File: config.mk
export PLATFORM = sky130hd
export DESIGN_NAME = calendar_datetime_add_subtract
export DESIGN_NICKNAME = d
export VERILOG_FILES = /design/src/design/cdas_pkg.sv /design/src/design/cdas_alu.sv /design/src/design/cdas_year.sv /design/src/design/calendar_datetime_add_subtract.sv
export SDC_FILE = /design/constraint.sdc
export NUM_CORES = 1
export LEC_CHECK = 0
export BUFFER_PORTS_ARGS = -buffer_cell sky130_fd_sc_hd__buf_2
export CAP_MARGIN = 20
export CORE_UTILIZATION = 40
export CTS_CLUSTER_DIAMETER = 200
export DETAILED_ROUTE_END_ITERATION = 8
export SETUP_SLACK_MARGIN = 0.1
export SYNTH_ARGS = -nofsm -noshare
export SYNTH_HDL_FRONTEND = slang
export SYNTH_SLANG_ARGS = --single-unit
File: constraint.sdc
create_clock -name aclk -period 9.3 [get_ports aclk]
set_input_delay 0.93 -clock aclk [delete_from_list [all_inputs] [get_ports aclk]]
set_output_delay 0.93 -clock aclk [all_outputs]
set_load 0.02 [all_outputs]
File: src/design/cdas_pkg.sv
package cdas_pkg;

    // Field widths
    localparam int YEAR_W = 16;
    localparam int MON_W  = 4;
    localparam int DAY_FW = 5;
    localparam int HR_W   = 5;
    localparam int MIN_W  = 6;
    localparam int SEC_W  = 6;
    localparam int TIME_W = 6;

    // Duration day width default and iteration width margin
    localparam int DUR_DAY_BITS_DEF = 10;
    localparam int DAY_MARGIN       = 2;

    // Result transaction layout, lowest bit first
    localparam int OUT_YEAR_LSB = 0;
    localparam int OUT_MON_LSB  = OUT_YEAR_LSB + YEAR_W;
    localparam int OUT_DAY_LSB  = OUT_MON_LSB + MON_W;
    localparam int OUT_HR_LSB   = OUT_DAY_LSB + DAY_FW;
    localparam int OUT_MIN_LSB  = OUT_HR_LSB + HR_W;
    localparam int OUT_SEC_LSB  = OUT_MIN_LSB + MIN_W;
    localparam int OUT_BITS     = OUT_SEC_LSB + SEC_W;
    localparam int OUT_TDATA_W  = ((OUT_BITS + 7) / 8) * 8;

    // Time radices
    localparam logic [TIME_W-1:0] SEC_PER_MIN = 6'd60;
    localparam logic [TIME_W-1:0] MIN_PER_HR  = 6'd60;
    localparam logic [TIME_W-1:0] HR_PER_DAY  = 6'd24;

    // Months
    localparam logic [MON_W-1:0] MON_JAN = 4'd1;
    localparam logic [MON_W-1:0] MON_FEB = 4'd2;
    localparam logic [MON_W-1:0] MON_APR = 4'd4;
    localparam logic [MON_W-1:0] MON_JUN = 4'd6;
    localparam logic [MON_W-1:0] MON_SEP = 4'd9;
    localparam logic [MON_W-1:0] MON_NOV = 4'd11;
    localparam logic [MON_W-1:0] MON_DEC = 4'd12;

    localparam logic [DAY_FW-1:0] DAYS_31 = 5'd31;
    localparam logic [DAY_FW-1:0] DAYS_30 = 5'd30;
    localparam logic [DAY_FW-1:0] DAYS_29 = 5'd29;
    localparam logic [DAY_FW-1:0] DAYS_28 = 5'd28;

    // Year / 100 by reciprocal: floor(y * RECIP_100 / 2^RECIP_SHIFT) is exact for 16-bit y
    localparam int RECIP_100   = 167773;
    localparam int RECIP_W     = 18;
    localparam int RECIP_SHIFT = 24;
    localparam int CENT_QW     = 10;
    localparam int YMOD_W      = 7;
    localparam int CENTURY     = 100;

    // Shared adder control
    typedef struct packed {
        logic sub;   // 1: a - b - cin, 0: a + b + cin
        logic wrap;  // fold result into [0, lim)
        logic cin;   // carry or borrow in
    } alu_ctl_t;

    // Year tracker commands
    typedef struct packed {
        logic load;
        logic inc;
        logic dec;
    } yr_cmd_t;

    // Length of a month, months outside 1..12 read as 31
    function automatic logic [DAY_FW-1:0] month_days(input logic [MON_W-1:0] mon,
                                                     input logic leap);
        logic [DAY_FW-1:0] d;
        d = DAYS_31;
        if (mon == MON_FEB) begin
            d = leap ? DAYS_29 : DAYS_28;
        end else if (mon == MON_APR || mon == MON_JUN || mon == MON_SEP || mon == MON_NOV) begin
            d = DAYS_30;
        end
        return d;
    endfunction

endpackage

File: src/design/cdas_alu.sv
module cdas_alu
    import cdas_pkg::*;
#(
    parameter int W = DUR_DAY_BITS_DEF + DAY_MARGIN
) (
    input  logic [W-1:0]      a,
    input  logic [W-1:0]      b,
    input  alu_ctl_t          ctl,
    input  logic [TIME_W-1:0] lim,
    output logic [W-1:0]      res,
    output logic              flag
);

    logic [W:0] raw;
    logic [W:0] lim_x;
    logic [W:0] adj;

    // Add or subtract with carry, then optional fold by the radix
    always_comb begin
        lim_x = (W+1)'(lim);
        if (ctl.sub) begin
            raw  = {1'b0, a} - {1'b0, b} - (W+1)'(ctl.cin);
            flag = raw[W];
            adj  = raw + lim_x;
            res  = (flag && ctl.wrap) ? adj[W-1:0] : raw[W-1:0];
        end else begin
            raw  = {1'b0, a} + {1'b0, b} + (W+1)'(ctl.cin);
            flag = ctl.wrap && (raw >= lim_x);
            adj  = raw - lim_x;
            res  = flag ? adj[W-1:0] : raw[W-1:0];
        end
    end

endmodule

File: src/design/cdas_year.sv
module cdas_year
    import cdas_pkg::*;
(
    input  logic              aclk,
    input  logic              aresetn,
    input  yr_cmd_t           cmd,
    input  logic [YEAR_W-1:0] year_in,
    output logic [YEAR_W-1:0] year,
    output logic              leap
);

    localparam logic [YEAR_W-1:0]  YEAR_TOP = '1;
    localparam logic [YMOD_W-1:0]  YMOD_TOP = YMOD_W'((2**YEAR_W - 1) % CENTURY);
    localparam logic [1:0]         CENT_TOP = 2'(((2**YEAR_W - 1) / CENTURY) % 4);
    localparam logic [YMOD_W-1:0]  YMOD_MAX = YMOD_W'(CENTURY - 1);

    logic [YEAR_W-1:0]  yr_reg, yr_next;
    logic [YMOD_W-1:0]  ymod_reg, ymod_next;   // year mod 100
    logic [1:0]         cent_reg, cent_next;   // (year / 100) mod 4
    logic [CENT_QW-1:0] q_reg, q_next;
    logic               fix_reg;
    logic [YEAR_W+RECIP_W-1:0] prod;
    logic [YEAR_W-1:0]  rem;

    assign prod = (YEAR_W+RECIP_W)'(year_in) * (YEAR_W+RECIP_W)'(RECIP_100);
    assign rem  = yr_reg - YEAR_W'(q_reg * CENTURY);

    // Leap: divisible by 4 and not by 100, or by 400
    assign leap = (yr_reg[1:0] == 2'd0) && ((ymod_reg != '0) || (cent_reg == 2'd0));
    assign year = yr_reg;

    // Load registers the year and quotient first; fix_reg then fills in the remainder and century
    always_comb begin
        yr_next   = yr_reg;
        ymod_next = ymod_reg;
        cent_next = cent_reg;
        q_next    = q_reg;
        if (cmd.load) begin
            yr_next = year_in;
            q_next  = prod[RECIP_SHIFT +: CENT_QW];
        end else if (fix_reg) begin
            ymod_next = rem[YMOD_W-1:0];
            cent_next = q_reg[1:0];
        end else if (cmd.inc) begin
            if (yr_reg == YEAR_TOP) begin
                yr_next   = '0;
                ymod_next = '0;
                cent_next = '0;
            end else begin
                yr_next = yr_reg + 1'b1;
                if (ymod_reg == YMOD_MAX) begin
                    ymod_next = '0;
                    cent_next = cent_reg + 2'd1;
                end else begin
                    ymod_next = ymod_reg + 1'b1;
                end
            end
        end else if (cmd.dec) begin
            if (yr_reg == '0) begin
                yr_next   = YEAR_TOP;
                ymod_next = YMOD_TOP;
                cent_next = CENT_TOP;
            end else begin
                yr_next = yr_reg - 1'b1;
                if (ymod_reg == '0) begin
                    ymod_next = YMOD_MAX;
                    cent_next = cent_reg - 2'd1;
                end else begin
                    ymod_next = ymod_reg - 1'b1;
                end
            end
        end
    end

    always_ff @(posedge aclk) begin
        if (!aresetn) begin
            fix_reg <= 1'b0;
        end else begin
            fix_reg <= cmd.load;
        end
    end

    always_ff @(posedge aclk) begin
        yr_reg   <= yr_next;
        ymod_reg <= ymod_next;
        cent_reg <= cent_next;
        q_reg    <= q_next;
    end

endmodule

File: src/design/calendar_datetime_add_subtract.sv
// Channel  Dir  Handshake         Payload (lowest bit first)
// s_       in   s_tvalid/tready   tdata: date y/m/d/h/m/s, dur days/h/m/s; tuser: subtract
// m_       out  m_tvalid/tready   tdata: year, month, day, hours, minutes, seconds
//
// The time a transaction takes grows with the number of months crossed; the month walk
// runs through the single shared adder.
// s_tready is high only between transactions; the next one is taken while a result waits.
// Reset (aresetn, synchronous, active low) clears the sequencer and the output valid.
// m_tready low holds the result register; the block finishes its work and then waits.
module calendar_datetime_add_subtract
    import cdas_pkg::*;
#(
    parameter int DUR_DAY_BITS = DUR_DAY_BITS_DEF
) (
    input  logic                    aclk,
    input  logic                    aresetn,
    input  logic                    s_tvalid,
    output logic                    s_tready,
    // date_year, date_month, date_day, date_hours, date_minutes, date_seconds,
    // dur_days, dur_hours, dur_minutes, dur_seconds, zero fill
    input  logic [((59 + DUR_DAY_BITS + 7) / 8) * 8 - 1:0] s_tdata,
    // req_type
    input  logic                    s_tuser,
    output logic                    m_tvalid,
    input  logic                    m_tready,
    // res_year, res_month, res_day, res_hours, res_minutes, res_seconds, zero fill
    output logic [OUT_TDATA_W-1:0]  m_tdata
);

    localparam int DAY_W = DUR_DAY_BITS + DAY_MARGIN;

    // Input transaction layout
    localparam int I_YEAR = 0;
    localparam int I_MON  = I_YEAR + YEAR_W;
    localparam int I_DAY  = I_MON + MON_W;
    localparam int I_HR   = I_DAY + DAY_FW;
    localparam int I_MIN  = I_HR + HR_W;
    localparam int I_SEC  = I_MIN + MIN_W;
    localparam int I_DD   = I_SEC + SEC_W;
    localparam int I_UHR  = I_DD + DUR_DAY_BITS;
    localparam int I_UMIN = I_UHR + HR_W;
    localparam int I_USEC = I_UMIN + MIN_W;

    typedef enum logic [17:0] {
        S_IDLE  = 18'h00001,
        S_DS    = 18'h00002,
        S_DM    = 18'h00004,
        S_DH    = 18'h00008,
        S_US    = 18'h00010,
        S_UM    = 18'h00020,
        S_UH    = 18'h00040,
        S_TS    = 18'h00080,
        S_TM    = 18'h00100,
        S_TH    = 18'h00200,
        S_DDAY  = 18'h00400,
        S_ADAY  = 18'h00800,
        S_FWD   = 18'h01000,
        S_ADD   = 18'h02000,
        S_BINIT = 18'h04000,
        S_BLOOP = 18'h08000,
        S_BFIN  = 18'h10000,
        S_DONE  = 18'h20000
    } state_t;

    state_t state_reg, state_next;
    logic   m_tvalid_reg, m_tvalid_next;
    logic [OUT_TDATA_W-1:0] m_tdata_reg, m_tdata_next;

    logic               sub_reg, sub_next;
    logic [MON_W-1:0]   mon_reg, mon_next;
    logic [DAY_W-1:0]   day_reg, day_next;
    logic [DAY_W-1:0]   dd_reg, dd_next;        // duration days, then days left to borrow
    logic [HR_W-1:0]    hr_reg, hr_next;
    logic [MIN_W-1:0]   mi_reg, mi_next;
    logic [SEC_W-1:0]   se_reg, se_next;
    logic [HR_W-1:0]    uhr_reg, uhr_next;
    logic [MIN_W-1:0]   umi_reg, umi_next;
    logic [SEC_W-1:0]   use_reg, use_next;
    logic               cy_reg, cy_next;
    logic               ca_reg, ca_next;        // date time carry into day
    logic               cd_reg, cd_next;        // duration time carry into days
    logic               phase_reg, phase_next;  // forward walk: 0 normalize, 1 after add
    logic               fsel_reg, fsel_next;    // final borrow without any month step

    logic [DAY_W-1:0]   alu_a, alu_b, alu_res;
    alu_ctl_t           alu_ctl;
    logic [TIME_W-1:0]  alu_lim;
    logic               alu_flag;

    yr_cmd_t            ycmd;
    logic [YEAR_W-1:0]  year;
    logic               leap;

    logic [MON_W-1:0]   in_mon, mon_prev;
    logic [DAY_FW-1:0]  in_day;
    logic [DAY_W-1:0]   md_cur, md_prev;
    logic               accept;

    cdas_alu #(.W(DAY_W)) u_alu (
        .a    (alu_a),
        .b    (alu_b),
        .ctl  (alu_ctl),
        .lim  (alu_lim),
        .res  (alu_res),
        .flag (alu_flag)
    );

    cdas_year u_year (
        .aclk    (aclk),
        .aresetn (aresetn),
        .cmd     (ycmd),
        .year_in (s_tdata[I_YEAR +: YEAR_W]),
        .year    (year),
        .leap    (leap)
    );

    assign s_tready = (state_reg == S_IDLE);
    assign accept   = s_tvalid && s_tready;
    assign m_tvalid = m_tvalid_reg;
    assign m_tdata  = m_tdata_reg;

    // Month and day clamp on intake
    assign in_mon = (s_tdata[I_MON +: MON_W] == '0)    ? MON_JAN :
                    (s_tdata[I_MON +: MON_W] > MON_DEC) ? MON_DEC : s_tdata[I_MON +: MON_W];
    assign in_day = (s_tdata[I_DAY +: DAY_FW] == '0) ? DAY_FW'(1) : s_tdata[I_DAY +: DAY_FW];

    // Month lengths; stepping back from January gives December, 31 days in any year
    assign mon_prev = (mon_reg == MON_JAN) ? MON_DEC : mon_reg - 4'd1;
    assign md_cur   = DAY_W'(month_days(mon_reg, leap));
    assign md_prev  = DAY_W'(month_days(mon_prev, leap));

    // Sequencer and shared adder operand select
    always_comb begin
        state_next    = state_reg;
        m_tvalid_next = m_tvalid_reg;
        m_tdata_next  = m_tdata_reg;
        sub_next      = sub_reg;
        mon_next      = mon_reg;
        day_next      = day_reg;
        dd_next       = dd_reg;
        hr_next       = hr_reg;
        mi_next       = mi_reg;
        se_next       = se_reg;
        uhr_next      = uhr_reg;
        umi_next      = umi_reg;
        use_next      = use_reg;
        cy_next       = cy_reg;
        ca_next       = ca_reg;
        cd_next       = cd_reg;
        phase_next    = phase_reg;
        fsel_next     = fsel_reg;
        alu_a         = '0;
        alu_b         = '0;
        alu_ctl       = '{sub: 1'b0, wrap: 1'b0, cin: 1'b0};
        alu_lim       = SEC_PER_MIN;
        ycmd          = '{load: 1'b0, inc: 1'b0, dec: 1'b0};

        if (m_tready) begin
            m_tvalid_next = 1'b0;
        end

        unique case (state_reg)
            S_IDLE: begin
                if (accept) begin
                    ycmd.load  = 1'b1;
                    sub_next   = s_tuser;
                    mon_next   = in_mon;
                    day_next   = DAY_W'(in_day);
                    hr_next    = s_tdata[I_HR +: HR_W];
                    mi_next    = s_tdata[I_MIN +: MIN_W];
                    se_next    = s_tdata[I_SEC +: SEC_W];
                    dd_next    = DAY_W'(s_tdata[I_DD +: DUR_DAY_BITS]);
                    uhr_next   = s_tdata[I_UHR +: HR_W];
                    umi_next   = s_tdata[I_UMIN +: MIN_W];
                    use_next   = s_tdata[I_USEC +: SEC_W];
                    state_next = S_DS;
                end
            end
            // Normalize date time of day
            S_DS: begin
                alu_a        = DAY_W'(se_reg);
                alu_ctl.wrap = 1'b1;
                se_next      = alu_res[SEC_W-1:0];
                cy_next      = alu_flag;
                state_next   = S_DM;
            end
            S_DM: begin
                alu_a        = DAY_W'(mi_reg);
                alu_ctl.wrap = 1'b1;
                alu_ctl.cin  = cy_reg;
                alu_lim      = MIN_PER_HR;
                mi_next      = alu_res[MIN_W-1:0];
                cy_next      = alu_flag;
                state_next   = S_DH;
            end
            S_DH: begin
                alu_a        = DAY_W'(hr_reg);
                alu_ctl.wrap = 1'b1;
                alu_ctl.cin  = cy_reg;
                alu_lim      = HR_PER_DAY;
                hr_next      = alu_res[HR_W-1:0];
                ca_next      = alu_flag;
                state_next   = S_US;
            end
            // Normalize duration time of day
            S_US: begin
                alu_a        = DAY_W'(use_reg);
                alu_ctl.wrap = 1'b1;
                use_next     = alu_res[SEC_W-1:0];
                cy_next      = alu_flag;
                state_next   = S_UM;
            end
            S_UM: begin
                alu_a        = DAY_W'(umi_reg);
                alu_ctl.wrap = 1'b1;
                alu_ctl.cin  = cy_reg;
                alu_lim      = MIN_PER_HR;
                umi_next     = alu_res[MIN_W-1:0];
                cy_next      = alu_flag;
                state_next   = S_UH;
            end
            S_UH: begin
                alu_a        = DAY_W'(uhr_reg);
                alu_ctl.wrap = 1'b1;
                alu_ctl.cin  = cy_reg;
                alu_lim      = HR_PER_DAY;
                uhr_next     = alu_res[HR_W-1:0];
                cd_next      = alu_flag;
                state_next   = S_TS;
            end
            // Time of day add or subtract, carry or borrow chain
            S_TS: begin
                alu_a        = DAY_W'(se_reg);
                alu_b        = DAY_W'(use_reg);
                alu_ctl.sub  = sub_reg;
                alu_ctl.wrap = 1'b1;
                se_next      = alu_res[SEC_W-1:0];
                cy_next      = alu_flag;
                state_next   = S_TM;
            end
            S_TM: begin
                alu_a        = DAY_W'(mi_reg);
                alu_b        = DAY_W'(umi_reg);
                alu_ctl.sub  = sub_reg;
                alu_ctl.wrap = 1'b1;
                alu_ctl.cin  = cy_reg;
                alu_lim      = MIN_PER_HR;
                mi_next      = alu_res[MIN_W-1:0];
                cy_next      = alu_flag;
                state_next   = S_TH;
            end
            S_TH: begin
                alu_a        = DAY_W'(hr_reg);
                alu_b        = DAY_W'(uhr_reg);
                alu_ctl.sub  = sub_reg;
                alu_ctl.wrap = 1'b1;
                alu_ctl.cin  = cy_reg;
                alu_lim      = HR_PER_DAY;
                hr_next      = alu_res[HR_W-1:0];
                cy_next      = alu_flag;
                state_next   = S_DDAY;
            end
            // Duration days take both its own carry and the time chain carry
            S_DDAY: begin
                alu_a       = dd_reg;
                alu_b       = DAY_W'(cd_reg);
                alu_ctl.cin = cy_reg;
                dd_next     = alu_res;
                state_next  = S_ADAY;
            end
            S_ADAY: begin
                alu_a       = day_reg;
                alu_ctl.cin = ca_reg;
                day_next    = alu_res;
                phase_next  = 1'b0;
                state_next  = S_FWD;
            end
            // Walk forward one month while the day exceeds the month length
            S_FWD: begin
                alu_a       = day_reg;
                alu_b       = md_cur;
                alu_ctl.sub = 1'b1;
                if (!alu_flag && (alu_res != '0)) begin
                    day_next = alu_res;
                    if (mon_reg == MON_DEC) begin
                        mon_next = MON_JAN;
                        ycmd.inc = 1'b1;
                    end else begin
                        mon_next = mon_reg + 4'd1;
                    end
                end else if (phase_reg) begin
                    state_next = S_DONE;
                end else begin
                    state_next = sub_reg ? S_BINIT : S_ADD;
                end
            end
            S_ADD: begin
                alu_a      = day_reg;
                alu_b      = dd_reg;
                day_next   = alu_res;
                phase_next = 1'b1;
                state_next = S_FWD;
            end
            // Days still to borrow: duration days minus day of month
            S_BINIT: begin
                alu_a       = dd_reg;
                alu_b       = day_reg;
                alu_ctl.sub = 1'b1;
                if (alu_flag) begin
                    fsel_next  = 1'b1;
                    state_next = S_BFIN;
                end else begin
                    dd_next    = alu_res;
                    state_next = S_BLOOP;
                end
            end
            // Step back one month per cycle until the borrow fits
            S_BLOOP: begin
                alu_a       = dd_reg;
                alu_b       = md_prev;
                alu_ctl.sub = 1'b1;
                mon_next    = mon_prev;
                ycmd.dec    = (mon_reg == MON_JAN);
                if (alu_flag) begin
                    fsel_next  = 1'b0;
                    state_next = S_BFIN;
                end else begin
                    dd_next = alu_res;
                end
            end
            S_BFIN: begin
                alu_a       = fsel_reg ? day_reg : md_cur;
                alu_b       = dd_reg;
                alu_ctl.sub = 1'b1;
                day_next    = alu_res;
                state_next  = S_DONE;
            end
            S_DONE: begin
                if (!m_tvalid_reg || m_tready) begin
                    m_tvalid_next = 1'b1;
                    m_tdata_next  = OUT_TDATA_W'({se_reg, mi_reg, hr_reg,
                                                  day_reg[DAY_FW-1:0], mon_reg, year});
                    state_next    = S_IDLE;
                end
            end
            default: begin
                state_next = S_IDLE;
            end
        endcase
    end

    // Control state
    always_ff @(posedge aclk) begin
        if (!aresetn) begin
            state_reg    <= S_IDLE;
            m_tvalid_reg <= 1'b0;
        end else begin
            state_reg    <= state_next;
            m_tvalid_reg <= m_tvalid_next;
        end
    end

    // Datapath registers
    always_ff @(posedge aclk) begin
        m_tdata_reg <= m_tdata_next;
        sub_reg     <= sub_next;
        mon_reg     <= mon_next;
        day_reg     <= day_next;
        dd_reg      <= dd_next;
        hr_reg      <= hr_next;
        mi_reg      <= mi_next;
        se_reg      <= se_next;
        uhr_reg     <= uhr_next;
        umi_reg     <= umi_next;
        use_reg     <= use_next;
        cy_reg      <= cy_next;
        ca_reg      <= ca_next;
        cd_reg      <= cd_next;
        phase_reg   <= phase_next;
        fsel_reg    <= fsel_next;
    end

endmodule

After elaboration in Yosys (flattened, before gate mapping)
Index checks and enable logic that the tools add are counted.
Widths: inputs -> output; s select.
{"block": "word_totals", "register_bits": 165, "input_bits": 77, "out_inout_bits": 50, "elab_cells": 235}
{"block": "op_classes", "add_sub_neg": 15, "n_mul": 2, "n_lt_le_gt_ge": 2, "eq_ne": 41, "muxes": 83, "bitwise_logic": 1, "reduce_logical": 68}
{"cell": "$pmux 18 s17", "n": 1}
{"cell": "$pmux 12 s9", "n": 1}
{"cell": "$mux 12", "n": 8}
{"cell": "$mux 16", "n": 6}
{"cell": "$pmux 12 s8", "n": 1}
{"cell": "$mux 18", "n": 5}
{"cell": "$pmux 12 s3", "n": 2}
{"cell": "$mux 7", "n": 7}
{"cell": "$pmux 6 s2", "n": 4}
{"cell": "$mul 16x18->34 const B", "n": 1}
{"cell": "$mux 6", "n": 5}
{"cell": "$mux 4", "n": 6}
{"cell": "$eq 4x4->1 const B", "n": 5}
{"cell": "$pmux 5 s2", "n": 2}
{"cell": "$reduce_and 2->1", "n": 10}
{"cell": "$eq 18x1->1 const B", "n": 1}
{"cell": "$eq 18x10->1 const B", "n": 1}
{"cell": "$eq 18x11->1 const B", "n": 1}
{"cell": "$eq 18x12->1 const B", "n": 1}
{"cell": "$eq 18x13->1 const B", "n": 1}
{"cell": "$eq 18x14->1 const B", "n": 1}
{"cell": "$eq 18x15->1 const B", "n": 1}
{"cell": "$eq 18x16->1 const B", "n": 1}
{"cell": "$eq 18x17->1 const B", "n": 1}
{"cell": "other kinds (63)", "n": 139}

Longest topological paths before layout
Gate-level depths: netlist of the first run.
{"block": "depth", "ltp_word": 22, "mapped_depth": 35, "ltp_nobuf": 30}

Cells and area by module
A second synthesis of the first run with hierarchy kept.
{"block": "hier_totals", "hier_cells": 1607, "area_unflattened_um2": 15875.2}
{"module": "cdas_year", "instances": 1, "cells_each": 714, "area_each_um2": 6949.2, "seq_area_each_um2": 920.9}
{"module": "calendar_datetime_add_subtract", "instances": 1, "cells_each": 543, "area_each_um2": 6379.9, "seq_area_each_um2": 3683.5}
{"module": "cdas_alu", "instances": 1, "cells_each": 350, "area_each_um2": 2546.2, "seq_area_each_um2": 0.0}

Least setup slack after synthesis of the first run
OpenSTA, ideal clock, no wires.
{"block": "synth_path", "kind": "register to register", "startpoint": "reg state_reg[14]", "endpoint": "reg day_reg[0], enable pin", "setup_time_ns": 0.385, "t_arrival_ns": 7.142, "required_time_ns": 8.915, "slack_ns": 1.774, "stages_incl_launch_ff": 32, "path_buffers": 3, "synth_period_minus_slack_ns": 7.526, "cell_sequence": "dfxtp_1 -> buf_6 -> or4_4 -> buf_6 -> nor2_1 -> nand3_1 -> or2_2 -> clkbuf_1 -> o2111ai_1 -> a21oi_1 -> o311ai_0 -> xor2_1 -> ha_1 -> or2_2 -> inv_1 -> fa_1 -> nand2b_1 -> a21o_1 -> a21oi_1 -> o21ai_1 -> a221oi_1 -> nand4b_1 -> nand4_4 -> or4b_4 -> a2111oi_2 -> xnor3_1 -> and3_1 -> a21oi_2 -> or4_4 -> a21oi_1 -> or2_2 -> a21oi_1"}
{"block": "synth_via", "elab_chain_len": 13, "word_cells_on_any_way": 56, "cone_classes": "add/sub: 6; order compare: 1; eq/ne: 19; mux: 10; reduce/logical: 20"}
{"item": "start, declared", "line_no": "calendar_datetime_add_subtract.sv:65", "source": "state_t state_reg, state_next;"}
{"item": "start signal, assigned", "line_no": "calendar_datetime_add_subtract.sv:358", "source": "state_reg <= state_next;"}
{"item": "$eq 18x16->1 (tied with other cells)", "line_no": "calendar_datetime_add_subtract.sv:162", "source": "unique case (state_reg)"}
{"item": "$reduce_or 3->1 (no source line) or $reduce_or 2->1 (tied branches)"}
{"item": "$pmux 12 s9 or $pmux 12 s8 (tied branches)", "line_no": "calendar_datetime_add_subtract.sv:162"}
{"item": "$add 12x12->13", "line_no": "cdas_alu.sv:27", "source": "raw = {1'b0, a} + {1'b0, b} + (W+1)'(ctl.cin);"}
{"item": "$add 13x1->13", "line_no": "cdas_alu.sv:27"}
{"item": "$ge 13x6->1", "line_no": "cdas_alu.sv:28", "source": "flag = ctl.wrap && (raw >= lim_x);"}
{"item": "$logic_and 1x1->1", "line_no": "cdas_alu.sv:28"}
{"item": "$mux 12", "line_no": "cdas_alu.sv:30", "source": "res = flag ? adj[W-1:0] : raw[W-1:0];"}
{"item": "$mux 12", "line_no": "cdas_alu.sv:21", "source": "if (ctl.sub) begin"}
{"item": "$reduce_bool 12->1", "line_no": "calendar_datetime_add_subtract.sv:283", "source": "if (!alu_flag && (alu_res != '0)) begin"}
{"item": "$logic_and 1x1->1", "line_no": "calendar_datetime_add_subtract.sv:283"}
{"item": "$ne 2x2->1 (no source line)"}
{"item": "$reduce_and 3->1 (no source line) *"}
{"item": "end signal, assigned", "line_no": "calendar_datetime_add_subtract.sv:368", "source": "day_reg <= day_next;"}
{"item": "end, declared", "line_no": "calendar_datetime_add_subtract.sv:71", "source": "logic [DAY_W-1:0] day_reg, day_next;"}
Every way passes the cells marked *; elsewhere a longest branch is shown, timed or not.
A chain may end at the register's enable or synchronous reset.

Final worst setup path of the first run
{"block": "layout_path", "startpoint": "reg state_reg[12]", "endpoint": "reg u_year.ymod_reg[0], enable pin"}
{"block": "layout_via", "elab_chain_len": 15, "word_cells_on_any_way": 59, "cone_classes": "add/sub: 6; order compare: 1; eq/ne: 17; mux: 15; bitwise: 1; reduce/logical: 19"}
{"item": "$eq 18x16->1 (tied with other cells)", "line_no": "calendar_datetime_add_subtract.sv:162"}
{"item": "$reduce_or 3->1 (no source line) or $reduce_or 2->1 (tied branches)"}
{"item": "$pmux 12 s9 or $pmux 12 s8 (tied branches)", "line_no": "calendar_datetime_add_subtract.sv:162"}
{"item": "$add 12x12->13", "line_no": "cdas_alu.sv:27"}
{"item": "$add 13x1->13", "line_no": "cdas_alu.sv:27"}
{"item": "$ge 13x6->1", "line_no": "cdas_alu.sv:28"}
{"item": "$logic_and 1x1->1", "line_no": "cdas_alu.sv:28"}
{"item": "$mux 12", "line_no": "cdas_alu.sv:30"}
{"item": "$mux 12", "line_no": "cdas_alu.sv:21"}
{"item": "$reduce_bool 12->1", "line_no": "calendar_datetime_add_subtract.sv:283"}
{"item": "$logic_and 1x1->1", "line_no": "calendar_datetime_add_subtract.sv:283"}
{"item": "$mux 1", "line_no": "calendar_datetime_add_subtract.sv:283"}
{"item": "$mux 1", "line_no": "calendar_datetime_add_subtract.sv:162"}
{"item": "$reduce_bool 3->1 (no source line)"}
{"item": "$reduce_and 2->1 (no source line) *"}
{"item": "end signal, assigned", "line_no": "cdas_year.sv:85", "source": "ymod_reg <= ymod_next;"}
{"item": "end, declared", "line_no": "cdas_year.sv:18", "source": "logic [YMOD_W-1:0] ymod_reg, ymod_next;"}
Marked as above.

==> results of run 1 <==
==> cells by family after synthesis <==
family          after synthesis  synth area share
fa+ha+maj                   271            0.2616
other cells                   1         0.0002356
buf+inv                     266           0.06698
mux                          15          0.009512
compound gates              350            0.1555
xor+xnor                     60           0.03436
flops                       160            0.2893
simple gates                536            0.1825
==> critical path, delay by kind of cell, from the launching register on <==
| kind | cells | cell delay (ns) |
|---|---|---|
| buf+inv | 2 | 0.29 |
| xor+xnor | 2 | 0.59 |
| fa+ha+maj | 2 | 0.41 |
| simple gates | 11 | 3.91 |
| flops | 1 | 0.36 |
| compound gates | 11 | 2.56 |
==> layer usage <==
metal  wire length [um]  vias up  GRT usage
li1                   -     6123          -
met1              21990     6392     0.3351
met2              20300      493     0.3530
met3               3298       41    0.03871
met4                811        0    0.06006
met5                  0        -          0
==> power by group <==
| part | total, W | internal [W] | switching (W) |
|---|---|---|---|
| clock network | 0.000681 | 0.000350 | 0.000331 |
| registers | 0.00104 | 0.000935 | 0.000105 |
| logic | 0.00194 | 0.000847 | 0.00109 |
| total | 0.00366 | 0.00213 | 0.00153 |
==> final cells by class <==
class	instances	area share
clock buffers	18	0.02435
repair buffers	137	0.04173
well taps	518	0.03677
flip-flops and latches	160	0.2612
multi-input cells	1238	0.5836
clock inverters	14	0.006956
inverters	213	0.04535
==> per-stage QoR <==
stage	hold WS, ns	instance area (um2)	setup WS (ns)	total power (W)	std cells
floorplan	0.4206	15930	1.774	0.002460	1664
global placement	0.4327	17070	0.9627	0.002948	2265
detailed placement	0.4479	17070	0.8897	0.003010	2265
CTS	0.4638	17620	0.8502	0.003698	2297
global route	0.4745	17630	0.2388	0.004007	2298
finish	0.4603	17630	0.8677	0.003664	2298
==> layout by cell type (no fill, tap or decap), types with 7 or more instances in the layout <==
| master | count |
|---|---|
| buf_2 | 117 |
| a22o_1 | 14 |
| a21boi_0 | 8 |
| clkbuf_16 | 17 |
| and4_1 | 7 |
| nand4_1 | 21 |
| and2_1 | 13 |
| xnor2_1 | 36 |
| a21o_1 | 24 |
| nor3_1 | 43 |
| o21ai_0 | 68 |
| edfxtp_1 | 140 |
| nor2b_1 | 9 |
| nor2_1 | 104 |
| a221oi_1 | 7 |
| o31ai_1 | 15 |
| or2_2 | 13 |
| o211ai_1 | 16 |
| dfxtp_1 | 20 |
| inv_1 | 211 |
| and3_1 | 28 |
| ha_1 | 168 |
| a31oi_1 | 10 |
| o21a_1 | 15 |
| mux2i_1 | 14 |
| nand2b_1 | 17 |
| nand3_1 | 41 |
| xor2_1 | 22 |
| nor4_1 | 8 |
| a21oi_1 | 76 |
| fa_1 | 103 |
| a22oi_1 | 12 |
| buf_4 | 20 |
| nand2_1 | 153 |
| or3_1 | 17 |
==> path summary, 6_finish.rpt <==
kind	to	cells after the start
setup / recovery	u_year.ymod_reg[0]$_DFFE_PP_	28
setup reg to reg	u_year.ymod_reg[0]$_DFFE_PP_	28
hold reg to reg	m_tdata[27]$_DFFE_PP_	0
hold / removal	m_tdata[27]$_DFFE_PP_	0
==> results.sh, run 1 <==
export IMPL_status="finished, final reports clean"
export IMPL_regArea_um2=4604
export IMPL_root_buffer="clkbuf_16"
export IMPL_maxSlewHeadroom=0.2150
export IMPL_finalSetupViolations=0
export IMPL_initial_utilization=0.4090
export IMPL_start_kind="flop"
export IMPL_drtAntennaViolNets=0
export IMPL_synth_seq_cells=160
export IMPL_place_hpwl_um=37070
export IMPL_syn_to_final_growth_pct=10.76
export IMPL_cp_max_fo=21
export IMPL_antennaDiodeCount=0
export IMPL_cts_resized=0
export IMPL_grt_pass1_vias=12586
export IMPL_grt_total_usage=0.2304
export IMPL_routabilityCongestion=0.9458
export IMPL_vias=13049
export IMPL_timing_reg2reg_setup_slack_ns=0.87
export IMPL_wire_per_inst_um=20.19
export IMPL_r2r_start="state_reg[12]$_SDFFE_PN0P_"
export IMPL_grt_max_degree=43
export IMPL_die_area_um2=40590
export IMPL_routed_wl_um=46400
export IMPL_grt_pass1_wl_um=71930
export IMPL_p_leak_nw=8.026
export IMPL_worst_hold_path_type="flop to flop"
export IMPL_ys_async_sr_fraction=0
export IMPL_p_per_area_nw_per_um2=207.8
export IMPL_fin_util=0.4530
export IMPL_clk_pin_slew_ns=0.07
export IMPL_clkSinkCount=160
export IMPL_yosys_top_cells_area="edfxtp_1, ha_1, fa_1"
export IMPL_synth_common_cells="inv_1, ha_1, nand2_1"
export IMPL_tns_ns=0
export IMPL_clk_latency_ns=0.45
export IMPL_finClkSkew_ns=0.01189
export IMPL_syn_inst=1659
export IMPL_drtPass1Iterations=8
export IMPL_io_buffers=117
export IMPL_fillers=3801
export IMPL_fin_crit_sh=0.9067
export IMPL_hold_viol=0
export IMPL_cp_startpoint="state_reg[12]$_SDFFE_PN0P_"
export IMPL_yosysTopAreaCellShare=0.2642
export IMPL_cap_violations=0
export IMPL_drt_first_iter_violations=1123
export IMPL_worst_pin_slew_ns=1.177
export IMPL_synth_cell_area_um2=15920
export IMPL_die_h_um=201.5
export IMPL_yosys_warnings=0
export IMPL_via_per_inst=5.678
export IMPL_cp_end_kind="flop"
export IMPL_yosys_area_top_type="edfxtp_1"
export IMPL_postCtsSetupRepairBufs=0
export IMPL_fp_row_count=72
export IMPL_synth_cell_type_count=109
export IMPL_min_period_ns=8.432
export IMPL_numCtsBuffers=17
export IMPL_critical_path_required_ns=9.45
export IMPL_ios=127
export IMPL_core_area_um2=38920
export IMPL_path_class="flop to flop"
export IMPL_clockBufferDepth=2
export IMPL_max_freq_mhz=118.6
export IMPL_htreeDepth=4
export IMPL_drc=0
export IMPL_ir_drop_mv=0.2052
export IMPL_multi_input_comb_area_um2=10290
export IMPL_finalMaxSlewViolations=0
export IMPL_largest_register_ffs=42
export IMPL_fin_nets=2115
export IMPL_grt_antenna_before_repair=0
export IMPL_crit_path_max_incr_delay_ns=0.64
export IMPL_die_w_um=201.5
export IMPL_seq_area_frac_synth=0.2893
export IMPL_grt_setup_unrepaired="false"
export IMPL_avgSynthCellArea_um2=9.593
export IMPL_globalRouteOverflowTotal=0
export IMPL_synth_ff_type="edfxtp_1"
export IMPL_synth_edf_count=140
export IMPL_critPathSlowestCell="or4_4"
export IMPL_hp_start="hr_reg[2]$_DFFE_PP_"
export IMPL_drive_gt1_frac=0.1326
export IMPL_yosysMostFrequentCell="inv_1"
export IMPL_cts_hold_buf=0
export IMPL_arrival_ns=8.59
export IMPL_cts_tree="done"
No activity file was read; power rests on OpenSTA's default activity.
==> run 2, diff against run 1 <==
--- a/config.mk
+++ b/config.mk
@@ -10,6 +10,7 @@
 export CORE_UTILIZATION = 40
 export CTS_CLUSTER_DIAMETER = 200
 export DETAILED_ROUTE_END_ITERATION = 8
+export PLACE_DENSITY = 0.64
 export SETUP_SLACK_MARGIN = 0.1
 export SYNTH_ARGS = -nofsm -noshare
 export SYNTH_HDL_FRONTEND = slang
==> run 2 against run 1 <==
  * Non-clock buffer count grew 3
  * Wire length shrank 0.82%
  * Register-to-register slack lost 0.07 ns
  * Critical path type unchanged
  * Critical endpoint is now u_year.year[3]$_DFFE_PP_
==> results.sh, run 2 (synthesized netlist as in run 1, its figures left out) <==
export IMPL_worst_hold_path_type="flop to flop"
export IMPL_core_area_um2=38920
export IMPL_fin_util=0.4551
export IMPL_start_kind="flop"
export IMPL_wire_per_inst_um=20.00
export IMPL_numCtsBuffers=17
export IMPL_die_h_um=201.5
export IMPL_initial_utilization=0.4090
export IMPL_crit_path_max_incr_delay_ns=0.65
export IMPL_maxSlewHeadroom=0.2386
export IMPL_htreeDepth=4
export IMPL_fin_nets=2118
export IMPL_arrival_ns=8.74
export IMPL_io_buffers=117
export IMPL_p_per_area_nw_per_um2=210.4
export IMPL_cp_max_fo=11
export IMPL_tns_ns=0
export IMPL_cts_tree="done"
export IMPL_mostFrequentLayoutCell="inv_1"
export IMPL_vias=13149
export IMPL_root_buffer="clkbuf_16"
export IMPL_grt_antenna_before_repair=0
export IMPL_die_area_um2=40590
export IMPL_cp_end_kind="flop"
export IMPL_r2r_start="state_reg[12]$_SDFFE_PN0P_"
export IMPL_cts_hold_buf=0
export IMPL_ios=127
export IMPL_postCtsSetupRepairBufs=0
export IMPL_clk_latency_ns=0.45
export IMPL_hp_start="hr_reg[4]$_DFFE_PP_"
export IMPL_grt_max_degree=39
export IMPL_p_leak_nw=8.061
export IMPL_path_common_cell="and3_1"
export IMPL_p_total_w=0.003725
export IMPL_fin_crit_sh=0.9141
export IMPL_clk_pin_slew_ns=0.08
export IMPL_cp_startpoint="state_reg[12]$_SDFFE_PN0P_"
export IMPL_largest_register_ffs=42
export IMPL_place_hpwl_um=36770
export IMPL_grt_pass1_wl_um=73150
export IMPL_status="finished, final reports clean"
export IMPL_finalSetupViolations=0
export IMPL_hold_viol=0
export IMPL_grt_total_usage=0.2309
export IMPL_antennaDiodeCount=0
export IMPL_stdcell_area_um2=17710
export IMPL_post_dp_cell_area_um2=17080
export IMPL_min_period_ns=8.501
export IMPL_max_freq_mhz=117.6
export IMPL_ir_drop_mv=0.2482
export IMPL_drt_first_iter_violations=1191
export IMPL_grt_pass1_vias=13036
export IMPL_fillers=3736
export IMPL_critical_path_required_ns=9.54
export IMPL_fp_row_count=72
export IMPL_routabilityCongestion=0.9515
export IMPL_finalMaxSlewViolations=0
export IMPL_cts_resized=0
export IMPL_clockBufferDepth=2
export IMPL_die_w_um=201.5
export IMPL_routed_wl_um=46020
export IMPL_drtAntennaViolNets=0
export IMPL_worst_pin_slew_ns=1.142
export IMPL_via_per_inst=5.714
export IMPL_clkSinkCount=160
export IMPL_critPathSlowestCell="or4_4"
export IMPL_path_class="flop to flop"
export IMPL_drc=0
export IMPL_cap_violations=0
export IMPL_grt_setup_unrepaired="false"
export IMPL_globalRouteOverflowTotal=0
export IMPL_final_cell_mix="inv_1, ha_1, nand2_1"
export IMPL_drtPass1Iterations=6
export IMPL_syn_to_final_growth_pct=11.27
export IMPL_drive_gt1_frac=0.1346
export IMPL_finClkSkew_ns=0.01510
[run 2: critical path: cells and delay by family, from the launching register on]
kind | cells | cell delay (ns)
AND/OR/NAND/NOR | 12 | 3.96
AO/OA/AOI/OAI | 11 | 2.45
buffers and inverters | 3 | 0.63
XOR/XNOR | 2 | 0.51
adder cells (fa/ha/maj) | 2 | 0.38
flip-flops | 1 | 0.36
[run 2: area by class of cell]
class	count	area [um2]	share of cell area
sequential	160	4604	0.2600
multi-input combinational	1238	10290	0.5810
inverter	213	799.5	0.04515
tap	518	648.1	0.03660
timing repair buffer	140	755.7	0.04267
clock buffer	17	425.4	0.02402
clock inverter	15	187.7	0.01060
[run 2: path summary, 6_finish.rpt]
check                                   to  slack [ns]  cells after the start
setup / recovery  u_year.year[3]$_DFFE_PP_        0.80                     30
hold / removal       m_tdata[29]$_DFFE_PP_        0.47                      0
setup reg to reg  u_year.year[3]$_DFFE_PP_        0.80                     30
hold reg to reg      m_tdata[29]$_DFFE_PP_        0.47                      0
[run 2: stage by stage]
stage	setup WS (ns)	std cells	hold WS [ns]
6_report	0.7992	2301	0.4711
5_1_grt	0.3842	2301	0.4731
4_1_cts	0.7973	2298	0.4640
3_5_place_dp	0.8253	2266	0.4458
3_3_place_gp	0.9865	2266	0.4431
2_1_floorplan	1.774	1664	0.4206
[run 2: report_power, final]
group / leakage (nW) / total [W] / internal, W / switching, W
Combinational: 6.29 / 0.00196 / 0.000852 / 0.00111
Sequential: 1.47 / 0.00104 / 0.000934 / 0.000103
Clock: 0.294 / 0.000729 / 0.000367 / 0.000362
[run 2: metal layers]
metal	GRT usage	part of all wire	routed length, um
met4	0.05465	0.019	873
met5	0	0	0
met1	0.3317	0.47	21540
met2	0.3602	0.44	20200
met3	0.04001	0.074	3406
